### config.mk
export PLATFORM = sky130hd
export DESIGN_NAME = afc_resolve
export DESIGN_NICKNAME = d
export VERILOG_FILES = /design/src/rtl/afc_pkg.sv /design/src/rtl/afc_resolve.sv
export VERILOG_INCLUDE_DIRS = /design/src /design/src/rtl
export SDC_FILE = /design/constraint.sdc
export NUM_CORES = 1
export LEC_CHECK = 0
export BUFFER_PORTS_ARGS = -buffer_cell sky130_fd_sc_hd__buf_2
export CAP_MARGIN = 20
export CORE_ASPECT_RATIO = 0.5
export CORE_MARGIN = 3
export CORE_UTILIZATION = 35
export CTS_BUF_LIST = sky130_fd_sc_hd__clkbuf_4 sky130_fd_sc_hd__clkbuf_8
export CTS_CLUSTER_SIZE = 16
export DETAILED_ROUTE_END_ITERATION = 10
export PLACE_DENSITY_LB_ADDON = 0.1
export RECOVER_POWER = 50
export SLEW_MARGIN = 20
export SYNTH_ARGS = -nofsm -noshare
export SYNTH_HDL_FRONTEND = slang
export SYNTH_SLANG_ARGS = --single-unit
### constraint.sdc
create_clock -name clk -period 2.1 [get_ports clk]
set_input_delay 0.21 -clock clk [delete_from_list [all_inputs] [get_ports clk]]
set_output_delay 0.21 -clock clk [all_outputs]
set_load 0.005 [all_outputs]
### src/rtl/assert_macros.svh
// assertion helpers used by afc_resolve
// each use sits inside a module that has clk and arst_n
`ifndef ASSERT_MACROS_SVH
`define ASSERT_MACROS_SVH

// property checked on every rising clk edge outside reset
`define AFC_ASSERT(lbl, prop) \
	lbl: assert property (@(posedge clk) disable iff (!arst_n) (prop)) \
		else $error("assertion failed");

// consequent checked in the cycle after the antecedent
`define AFC_ASSERT_NEXT(lbl, ante, cons) \
	`AFC_ASSERT(lbl, (ante) |=> (cons))

`endif

### src/rtl/afc_pkg.sv
// ----------------------------------------------------------------------------
// afc_pkg
// Shared types and constants of the box-versus-frustum classifier.
// ----------------------------------------------------------------------------
`default_nettype none

package afc_pkg;

	localparam int COORD_BITS = 16;
	localparam int NUM_PLANES = 6;
	localparam int COEF_BITS  = 16;
	localparam int FRAC_BITS  = 14;
	localparam int IDX_W      = 3;
	localparam int PROD_W     = COEF_BITS + COORD_BITS;
	localparam int OFFS_W     = COEF_BITS + FRAC_BITS;
	localparam int DIST_W     = ((PROD_W > OFFS_W) ? PROD_W : OFFS_W) + 2;

	typedef logic signed [COORD_BITS-1:0] coord_t;
	typedef logic signed [COEF_BITS-1:0]  coef_t;
	typedef logic signed [PROD_W-1:0]     prod_t;
	typedef logic signed [DIST_W-1:0]     dist_t;

	typedef enum logic [1:0] {
		VERD_INSIDE  = 2'd0,
		VERD_ISECT   = 2'd1,
		VERD_OUTSIDE = 2'd2
	} verdict_t;

	typedef enum logic [IDX_W-1:0] {
		REG_PLANE_LEFT   = 3'd0,
		REG_PLANE_RIGHT  = 3'd1,
		REG_PLANE_BOTTOM = 3'd2,
		REG_PLANE_TOP    = 3'd3,
		REG_PLANE_NEAR   = 3'd4,
		REG_PLANE_FAR    = 3'd5
	} reg_idx_t;

	// register packing, d in the top 16 bits
	typedef struct packed {
		coef_t d;
		coef_t nz;
		coef_t ny;
		coef_t nx;
	} plane_t;

	// request travelling down the cell chain
	typedef struct packed {
		coord_t [2:0]                  lo;
		coord_t [2:0]                  hi;
		logic   [NUM_PLANES-1:0]       mask;
		logic   [IDX_W-1:0]            start;
		logic   [NUM_PLANES-1:0][1:0]  res;
	} box_t;

endpackage

`default_nettype wire

### src/rtl/afc_resolve.sv
// ----------------------------------------------------------------------------
// afc_resolve
// Applies the test order (start plane first, then ascending) to the plane
// verdicts and holds the result in the output register.
// ----------------------------------------------------------------------------
`default_nettype none
`include "assert_macros.svh"

module afc_resolve
	import afc_pkg::*;
(
	input  wire logic              clk,
	input  wire logic              arst_n,
	input  wire logic              vld_i,
	input  wire box_t              box_i,
	output logic                   adv,
	output logic                   out_valid,
	input  wire logic              out_ready,
	output logic [1:0]             verdict,
	output logic [NUM_PLANES-1:0]  mask_out,
	output logic [IDX_W-1:0]       start_out
);

	verdict_t               verd;
	logic [NUM_PLANES-1:0]  mask;
	logic [IDX_W-1:0]       start;
	logic                   done;

	assign adv = !out_valid || out_ready;

	always_comb begin
		mask  = box_i.mask;
		verd  = VERD_INSIDE;
		start = box_i.start;
		done  = 1'b0;
		// start plane
		for (int i = 0; i < NUM_PLANES; i++) begin
			if (IDX_W'(i) == box_i.start && box_i.mask[i]) begin
				if (box_i.res[i] == VERD_OUTSIDE) begin
					verd = VERD_OUTSIDE;
					done = 1'b1;
				end else if (box_i.res[i] == VERD_ISECT) begin
					verd = VERD_ISECT;
				end else begin
					mask[i] = 1'b0;
				end
			end
		end
		// remaining planes in index order
		for (int i = 0; i < NUM_PLANES; i++) begin
			if (!done && IDX_W'(i) != box_i.start && box_i.mask[i]) begin
				if (box_i.res[i] == VERD_OUTSIDE) begin
					verd  = VERD_OUTSIDE;
					start = IDX_W'(i);
					done  = 1'b1;
				end else if (box_i.res[i] == VERD_ISECT) begin
					verd = VERD_ISECT;
				end else begin
					mask[i] = 1'b0;
				end
			end
		end
	end

	always_ff @(posedge clk or negedge arst_n) begin
		if (!arst_n) begin
			out_valid <= 1'b0;
		end else if (adv) begin
			out_valid <= vld_i;
		end
	end

	always_ff @(posedge clk) begin
		if (adv) begin
			verdict   <= verd;
			mask_out  <= mask;
			start_out <= start;
		end
	end

	`AFC_ASSERT(a_reject_plane_kept, out_valid && verdict == VERD_OUTSIDE |-> start_out < IDX_W'(NUM_PLANES) && mask_out[start_out])
	`AFC_ASSERT(a_inside_clears_all, out_valid && verdict == VERD_INSIDE |-> mask_out == '0)
	`AFC_ASSERT(a_isect_keeps_plane, out_valid && verdict == VERD_ISECT |-> mask_out != '0)

endmodule

`default_nettype wire

==> results.cfg <==
[status]
status = complete, no violations

[timing]
tns_ns = 0
rsz0062_at_grt = false
max_freq_mhz = 664
tightest_slew_ns = 0.553
finalHoldViolations = 0
setup_slack_ns = 0.594
period_share_pct = 71.7
slew_headroom_pct = 63.1
setup_violations = 0
skew_ns = 0.00419
fin_crit_ns = 1.51
slew_viol_final = 0

[floorplan]
die_area_um2 = 3640
design.portCount = 134
die_width_um = 82.4
fp.dieH_um = 44.2
core_um2 = 2680
initial_utilization_pct = 38.1
num_rows = 13

[global_routing]
grt_pass1_wl_um = 4040
grt_util_all_layers_pct = 14.5
grt_pass1_vias = 814
grt_start_max_net_pins = 14
grt.overflow.total = 0
antenna_found_initial = 0

[cts]
cts_tree = yes
clkLatencyLatePin_ns = 0.23
root_buffer = clkbuf_8
cts_buffer_depth = 2
clk_pin_slew_ns = 0.05
htree_levels = 1
numCtsBuffers = 3
cts_num_sinks = 12
cts_resized = 0

[place]
globalplace.congestion = 0.836
dp_cells = 179
port_buffers = 37
dpl_worst_slack_ns = 0.392
hpwl_um = 2010

[worst_setup_path]
critPathLaunchType = input pin
timing.rr.end = start_out[0]
arrival_ns = 1.47
slowest_stage = nor3_1
critPathMaxFanout = 9
crit_start = box_i[13]
end_kind = flip-flop
path_class = input pin to flip-flop
ff2ff_setup_slack_ns = 0.96
reg2regPathDepth = 1
r2r-start = out_valid
cp_cell_sequence = buf_2 -> nor3b_2 -> a22oi_2 -> nand3_1 -> nor3_1 -> o22ai_1
cp_data_required_time_ns = 2.06
critPathCapture = mask_out[3]
cpPeakStageDelay_ns = 0.30

[logic_synthesis]
synth_top_area_cell = edfxtp_1
synth_nets = 229
synthFlopType = edfxtp_1
synth_top_area_share_pct = 32.3
syn_inst = 108
ys_ff_latch = 12
synth_area_leaders = edfxtp_1 (32%), nand3b_1 (4.4%), and3b_1 (4.3%)
async_reset_ff_share_pct = 8.33
netlist_area_um2 = 1020
ys_seq_area_share_pct = 34.8
synth_cell_types = 46
avgSynthCellArea_um2 = 9.47
yosysWarnings = 0
synth_edf_count = 11

[cells_and_area]
n_fill_cell = 266
final_cell_mix = buf_2 (32), edfxtp_1 (11), nor2_1 (8)
layout_commonest_cell = buf_2
final_cells = 184
nets = 269
drive_above_1_share_pct = 31.3
diodes = 0
area_growth_pct = 26.3

[power]
p_per_area_nw_per_um2 = 572
p_leak_nw = 0.520
ir_worst_vdd_mv = 0.226

[routing]
drtAntennaViolNets = 0
dr.pass1.iters = 4
drc_errors = 0
wl_per_cell_um = 13.2
viasPerCell = 5.28
initialDrtViolationCount = 97
vias = 971
wirelength_um = 2440

[min_path]
hold_class = input pin to flip-flop

[run]
maxCapViolCount = 0
## synthesized netlist by cell type (all sizes together) (2+ instances only)
cell type   n
and3b       6
inv         3
nand3       2
a21oi       7
nand2       6
xnor2       3
nor2       10
nor3b       4
nand3b      6
o32ai       2
xor2        2
edfxtp     11
o21ai       2
nor2b       4
a22oi       2
o211ai      2
a31oi       3
and3        2
buf         3
nand4b      3
nand2b      5
o22a        2
nor3        3
a21boi      2
## how the worst min path moves through the flow
stage	from	end	slack (ns)	depth (start not counted)
2_1_floorplan	arst_n	out_valid	-0.09	0
3_3_place_gp	arst_n	out_valid	-0.02	1
3_5_place_dp	arst_n	out_valid	-0.01	1
4_1_cts	vld_i	out_valid	0.17	2
5_1_grt	vld_i	out_valid	0.18	2
6_report	vld_i	out_valid	0.17	2
## repair_timing
item,in CTS,in global routing
hold endpoints to repair,1,0
hold buffers,1,0
buffers inserted,0,0
## critical path, delay by kind of cell
kind | cells | cell delay [ns]
AOI/OAI and AO/OA | 2 | 0.38
buffers and inverters | 1 | 0.16
and+or+nand+nor | 3 | 0.71
## cell families after synthesis
group / count (synthesis) / synth area share, %
AO/OA/AOI/OAI: 32 / 23.7
XOR/XNOR: 5 / 4.28
buffers and inverters: 6 / 3.18
flip-flops: 12 / 34.8
AND/OR/NAND/NOR: 53 / 34.0
## flip-flops by register name (all words and copies together) (netlist names)
signal and count:
mask_out 6, start_out 3, verdict 2, out_valid 1
## per-layer routing
| layer | routed length [um] | share of wire [%] | track usage [%] | up-vias |
|---|---|---|---|---|
| met1 | 1270 | 52 | 24.8 | 426 |
| met2 | 891 | 37 | 18.3 | 46 |
| met4 | 0 | 0 | 1.99 | 0 |
| li1 | - | - | - | 499 |
| met5 | 0 | 0 | 0 | - |
| met3 | 270 | 11 | 2.64 | 0 |
## power breakdown
| part | total, mW | switching, mW | internal, mW |
|---|---|---|---|
| sequential | 0.302 | 0.00619 | 0.296 |
| combinational | 0.196 | 0.107 | 0.0894 |
| clock | 0.240 | 0.0754 | 0.165 |
| total | 0.739 | 0.189 | 0.550 |
## layout make-up
| class | instances | area, um^2 | area share, % |
|---|---|---|---|
| sequential | 12 | 355 | 27.5 |
| timing repair buffer | 38 | 189 | 14.6 |
| multi-input combinational | 90 | 634 | 49.1 |
| inverter | 3 | 11.3 | 0.872 |
| clock buffer | 4 | 55.1 | 4.26 |
| tap | 37 | 46.3 | 3.59 |
## metrics by stage
step | utilization, % | power [mW] | hold slack, ns | instance area, um^2
after detailed placement | 45.9 | 0.504 | -0.0142 | 1230
after CTS | 48.3 | 0.745 | 0.168 | 1300
after global placement | 45.9 | 0.504 | -0.0151 | 1230
final | 48.1 | 0.739 | 0.168 | 1290
after floorplan | - | 0.422 | -0.0856 | 1020
after global routing | 48.1 | 0.787 | 0.178 | 1290
Power figures use the tool's default switching activity.
