### config.mk
export PLATFORM = sky130hd
export DESIGN_NAME = afc_cell
export DESIGN_NICKNAME = d
export VERILOG_FILES = /design/src/rtl/assert_macros.svh /design/src/rtl/afc_pkg.sv /design/src/rtl/afc_cell.sv
export SDC_FILE = /design/constraint.sdc
export NUM_CORES = 2
export LEC_CHECK = 0
export ABC_AREA = 1
export BUFFER_PORTS_ARGS = -buffer_cell sky130_fd_sc_hd__clkbuf_2
export CAP_MARGIN = 0
export CORE_ASPECT_RATIO = 0.9
export CORE_MARGIN = 1.5
export CORE_UTILIZATION = 35
export DETAILED_ROUTE_END_ITERATION = 7
export PLACE_DENSITY = 0.51
export SETUP_SLACK_MARGIN = 0.1
export SYNTH_ARGS = -nofsm -noshare
export SYNTH_HDL_FRONTEND = slang
export SYNTH_SLANG_ARGS = --single-unit
### constraint.sdc
create_clock -name clk -period 4 [get_ports clk]
set_input_delay 0.8 -clock clk [delete_from_list [all_inputs] [get_ports clk]]
set_output_delay 0.8 -clock clk [all_outputs]
set_load 0.005 [all_outputs]
### src/rtl/assert_macros.svh
// assertion helpers used by afc_resolve
// each use sits inside a module that has clk and arst_n
`ifndef ASSERT_MACROS_SVH
`define ASSERT_MACROS_SVH

// property checked on every rising clk edge outside reset
`define AFC_ASSERT(lbl, prop) \
	lbl: assert property (@(posedge clk) disable iff (!arst_n) (prop)) \
		else $error("assertion failed");

// consequent checked in the cycle after the antecedent
`define AFC_ASSERT_NEXT(lbl, ante, cons) \
	`AFC_ASSERT(lbl, (ante) |=> (cons))

`endif

### src/rtl/afc_pkg.sv
// ----------------------------------------------------------------------------
// afc_pkg
// Shared types and constants of the box-versus-frustum classifier.
// ----------------------------------------------------------------------------
`default_nettype none

package afc_pkg;

	localparam int COORD_BITS = 16;
	localparam int NUM_PLANES = 6;
	localparam int COEF_BITS  = 16;
	localparam int FRAC_BITS  = 14;
	localparam int IDX_W      = 3;
	localparam int PROD_W     = COEF_BITS + COORD_BITS;
	localparam int OFFS_W     = COEF_BITS + FRAC_BITS;
	localparam int DIST_W     = ((PROD_W > OFFS_W) ? PROD_W : OFFS_W) + 2;

	typedef logic signed [COORD_BITS-1:0] coord_t;
	typedef logic signed [COEF_BITS-1:0]  coef_t;
	typedef logic signed [PROD_W-1:0]     prod_t;
	typedef logic signed [DIST_W-1:0]     dist_t;

	typedef enum logic [1:0] {
		VERD_INSIDE  = 2'd0,
		VERD_ISECT   = 2'd1,
		VERD_OUTSIDE = 2'd2
	} verdict_t;

	typedef enum logic [IDX_W-1:0] {
		REG_PLANE_LEFT   = 3'd0,
		REG_PLANE_RIGHT  = 3'd1,
		REG_PLANE_BOTTOM = 3'd2,
		REG_PLANE_TOP    = 3'd3,
		REG_PLANE_NEAR   = 3'd4,
		REG_PLANE_FAR    = 3'd5
	} reg_idx_t;

	// register packing, d in the top 16 bits
	typedef struct packed {
		coef_t d;
		coef_t nz;
		coef_t ny;
		coef_t nx;
	} plane_t;

	// request travelling down the cell chain
	typedef struct packed {
		coord_t [2:0]                  lo;
		coord_t [2:0]                  hi;
		logic   [NUM_PLANES-1:0]       mask;
		logic   [IDX_W-1:0]            start;
		logic   [NUM_PLANES-1:0][1:0]  res;
	} box_t;

endpackage

`default_nettype wire

### src/rtl/afc_cell.sv
// ----------------------------------------------------------------------------
// afc_cell
// One plane test: corner products in the first stage, distances and the
// plane verdict in the second, shifted into the result field of the request.
// ----------------------------------------------------------------------------
`default_nettype none

module afc_cell
	import afc_pkg::*;
(
	input  wire logic   clk,
	input  wire logic   arst_n,
	input  wire logic   adv,
	input  wire plane_t plane,
	input  wire logic   vld_i,
	input  wire box_t   box_i,
	output logic        vld_o,
	output box_t        box_o
);

	coef_t  n [3];
	coord_t near_c [3];
	coord_t far_c [3];
	prod_t  pn [3];
	prod_t  pf [3];

	logic   vld_s1;
	box_t   box_s1;
	prod_t  pn_s1 [3];
	prod_t  pf_s1 [3];
	coef_t  d_s1;

	logic   vld_s2;
	box_t   box_s2;

	dist_t    dn;
	dist_t    df;
	verdict_t r;
	box_t     box_nx;

	assign n[0] = plane.nx;
	assign n[1] = plane.ny;
	assign n[2] = plane.nz;

	// near corner from min where the normal is non-negative
	always_comb begin
		for (int a = 0; a < 3; a++) begin
			near_c[a] = n[a][COEF_BITS-1] ? box_i.hi[a] : box_i.lo[a];
			far_c[a]  = n[a][COEF_BITS-1] ? box_i.lo[a] : box_i.hi[a];
			pn[a]     = prod_t'(n[a]) * prod_t'(near_c[a]);
			pf[a]     = prod_t'(n[a]) * prod_t'(far_c[a]);
		end
	end

	always_comb begin
		dn = (dist_t'(d_s1) <<< FRAC_BITS) + dist_t'(pn_s1[0]) + dist_t'(pn_s1[1])
			+ dist_t'(pn_s1[2]);
		df = (dist_t'(d_s1) <<< FRAC_BITS) + dist_t'(pf_s1[0]) + dist_t'(pf_s1[1])
			+ dist_t'(pf_s1[2]);
		if (!dn[DIST_W-1] && dn != '0) begin
			r = VERD_OUTSIDE;
		end else if (!df[DIST_W-1]) begin
			r = VERD_ISECT;
		end else begin
			r = VERD_INSIDE;
		end
	end

	always_comb begin
		box_nx     = box_s1;
		box_nx.res = {r, box_s1.res[NUM_PLANES-1:1]};
	end

	always_ff @(posedge clk or negedge arst_n) begin
		if (!arst_n) begin
			vld_s1 <= 1'b0;
			vld_s2 <= 1'b0;
		end else if (adv) begin
			vld_s1 <= vld_i;
			vld_s2 <= vld_s1;
		end
	end

	always_ff @(posedge clk) begin
		if (adv) begin
			box_s1 <= box_i;
			d_s1   <= plane.d;
			for (int a = 0; a < 3; a++) begin
				pn_s1[a] <= pn[a];
				pf_s1[a] <= pf[a];
			end
			box_s2 <= box_nx;
		end
	end

	assign vld_o = vld_s2;
	assign box_o = box_s2;

endmodule

`default_nettype wire

==> impl_metrics.py <==
metrics = {
    "clocking": {
        "cts_inserted_buffers": 55,
        "cts-root-buf": "clkbuf_16",
        "cts_buffer_depth": 3,
        "clock_sinks": 442,
        "insertion_delay_ns": 0.75,
        "htreeDepth": 2,
        "clkTransAtPathRegs_ns": 0.08,
        "cts_tree": "done",
    },
    "final_layout": {
        "num_antenna_cells": 0,
        "drive_gt1_share_pct": 35.0,
        "register_area_um2": 13300,
        "fin_nets": 12600,
        "multi_input_area_um2": 62400,
        "nFillCells": 20300,
        "syn_to_final_growth_pct": 38.0,
        "final_cells": 13100,
    },
    "sta": {
        "grt_setup_unrepaired": "yes",
        "finalMaxSlewViolations": 0,
        "period_share_pct": 148,
        "setup_viol": 160,
        "fin_skew_ns": 0.0583,
        "setup_slack_ns": -1.94,
        "tightest_slew_ns": 0.865,
        "layout_min_cycle_time_ns": 5.94,
        "fmax_mhz": 168,
        "final_hold_viol_count": 0,
        "relSlewSlack_pct": 42.3,
    },
    "synthesis": {
        "syn_nets": 10700,
        "ys_types": 49,
        "synth_top_area_share_pct": 43.3,
        "seq_area_frac_synth_pct": 17.1,
        "ys_warn_count": 0,
        "synth_cells": 8223,
        "yosys.area.top_type": "fa_1",
        "synthTopCellsByArea": "fa_1 43%, edfxtp_1 17%, inv_1 9.9%",
        "yosys_register_bits": 442,
        "synth.avg_cell_area_um2": 9.42,
        "synth.cell_area_um2": 77500,
    },
    "hold_path": {
        "hp-class": "in -> reg",
    },
    "critical_path": {
        "worstPathArrival_ns": 6.38,
        "critPathMostFrequentCell": "fa_1",
        "worstSetupPathType": "in -> reg",
        "cp_top_family": "adder cells",
        "slowest_stage": "fa_1",
        "worstSetupEndpointType": "register",
        "cp.required_ns": 4.44,
        "crit_path_start_kind": "input pin",
        "cp_slowest_stage_delay_ns": 0.52,
        "crit_fanout": 8,
        "path_buf_inv": 11,
    },
    "floorplanning": {
        "num_rows": 163,
        "start_util_pct": 35.3,
        "fp.coreArea_um2": 220000,
        "die-area_um2": 224000,
        "die_h_um": 449,
        "die_w_um": 499,
        "boundaryPins": 303,
    },
    "route": {
        "num_vias": 61800,
        "drc": 0,
        "drt_first_pass_iters": 6,
        "routed_wl_um": 269000,
        "drt_iter0_drc": 3908,
        "viasPerCell": 4.73,
        "antenna_left": 0,
        "drt-wirelength-per-cell_um": 20.6,
    },
    "place": {
        "placed_cells": 12700,
        "numPortBuffers": 300,
        "dp_slack_ns": -2.90,
        "dp_hpwl_um": 230000,
        "place.gp.congestion": 0.960,
    },
    "grt": {
        "grt_max_degree": 82,
        "grt_util_met1_pct": 34.6,
        "grt_pass1_wl_um": 414000,
        "met3_usage_pct": 3.41,
        "grtUsageMet2_pct": 39.5,
        "antenna_found_initial": 4,
        "track_usage_pct": 24.5,
        "grt_pass1_vias": 67600,
        "top_usage_layer": "met2",
        "grt-ovfl-total": 0,
    },
    "status": {
        "violations": "negative setup slack",
        "outcome": "finished, violations left",
    },
    "run": {
        "max_cap_violations": 0,
    },
}
-- cell usage in the layout (no fill, tap or decap), types with 182 or more instances in the layout --
cell | synthesis | layout
inv_1 | 2041 | 1766
fa_1 | 1674 | 1551
buf_4 | 0 | 1404
nand2_1 | 1303 | 1039
nor2_1 | 951 | 823
edfxtp_1 | 440 | 440
ha_1 | 579 | 434
clkbuf_2 | 0 | 296
inv_2 | 8 | 227
buf_6 | 0 | 196
nand2_2 | 12 | 182
-- worst reg2reg max path: cells and delay by family (launching register included) --
family | cells | cell delay [ns]
AND/OR/NAND/NOR | 12 | 1.55
adder cells (fa/ha/maj) | 3 | 1.48
flip-flops | 1 | 0.52
buffers and inverters | 2 | 0.20
-- flip-flops by register name (all words and copies together) (netlist names) --
signal / cells
box_o: 117
vld_o: 1
pf_s1: 96
box_nx: 115
vld_s1: 1
pn_s1: 96
d_s1: 16
-- synth_stat cells (all sizes together) --
cell type and number:
o21bai 15, o211ai 14, o21a 20, o221ai 2, fa 1674, clkinv 26, buf 9, nor3 33
or4 2, ha 579, a211oi 8, or2 10, xnor2 103, dfrtp 2, a21o 20, nand3b 4
a21oi 308, inv 2049, nand3 91, xor2 134, and3 1, nor2 968, clkbuf 207, edfxtp 440
a21boi 10, nand4 27, nor3b 1, and2 4, o2111ai 3, o21ai 112, nor4 15, a31oi 12
nand2 1315, a221oi 5
-- kinds of logic (layout without fill, tap and decap cells) --
logic type	after synthesis	count (layout)	share of synthesized area, %
compound gates	529	531	3.90
simple gates	2471	2471	12.6
flops	442	442	17.1
fa+ha+maj	2253	2253	52.6
buf+inv	2291	4242	11.1
xor+xnor	237	237	2.69
-- final timing paths --
kind,startpoint,endpoint,slack [ns],cells past startpoint
max,plane[15],pf_s1[0][28],-1.94,29
max reg2reg,d_s1[7],box_o[11],0,17
max in group asynchronous,arst_n,vld_s1,3.53,2
min,plane[53],d_s1[5],0.21,1
min in group asynchronous,arst_n,vld_o,0.37,2
min reg2reg,box_nx[35],box_o[35],0.41,0
-- layer usage --
metal  vias up  wire [um]
met5         -         12
met4         2       8020
met3       336      15500
met2      1688     125000
met1     31600     120000
li1      28200          -
-- metrics by stage --
step	hold WS (ns)	cell area [um2]	TNS (ns)	utilization, %
final	0.213	107000	-234.23	48.7
after floorplan	0.400	81300	-264.91	-
after global routing	0.174	107000	-255.12	48.7
after detailed placement	0.405	97500	-387.45	44.4
after CTS	0.156	106000	-224.82	48.2
after global placement	0.400	97500	-383.99	44.4
-- final cells by class --
class	count	area share, %
clock buffers	58	1.30
clock inverters	44	0.497
inverters	2075	7.51
multi-input cells	5492	58.4
flip-flops and latches	442	12.4
well taps	2887	3.38
repair buffers	2063	16.5
repair inverters	2	0.0140
-- timing repair --
item | in CTS | in global routing
endpoints found under the hold margin | 2 | 0
pin swaps | 592 | 199
setup endpoints to repair | 160 | 163
setup buffers | 250 | 38
gates resized for setup | 1122 | 187
cloned | 11 | 1
hold buffers | 1 | 0
Power is not shown: default switching activity piles up to over one toggle a cycle in this logic, so the estimate is an artifact.
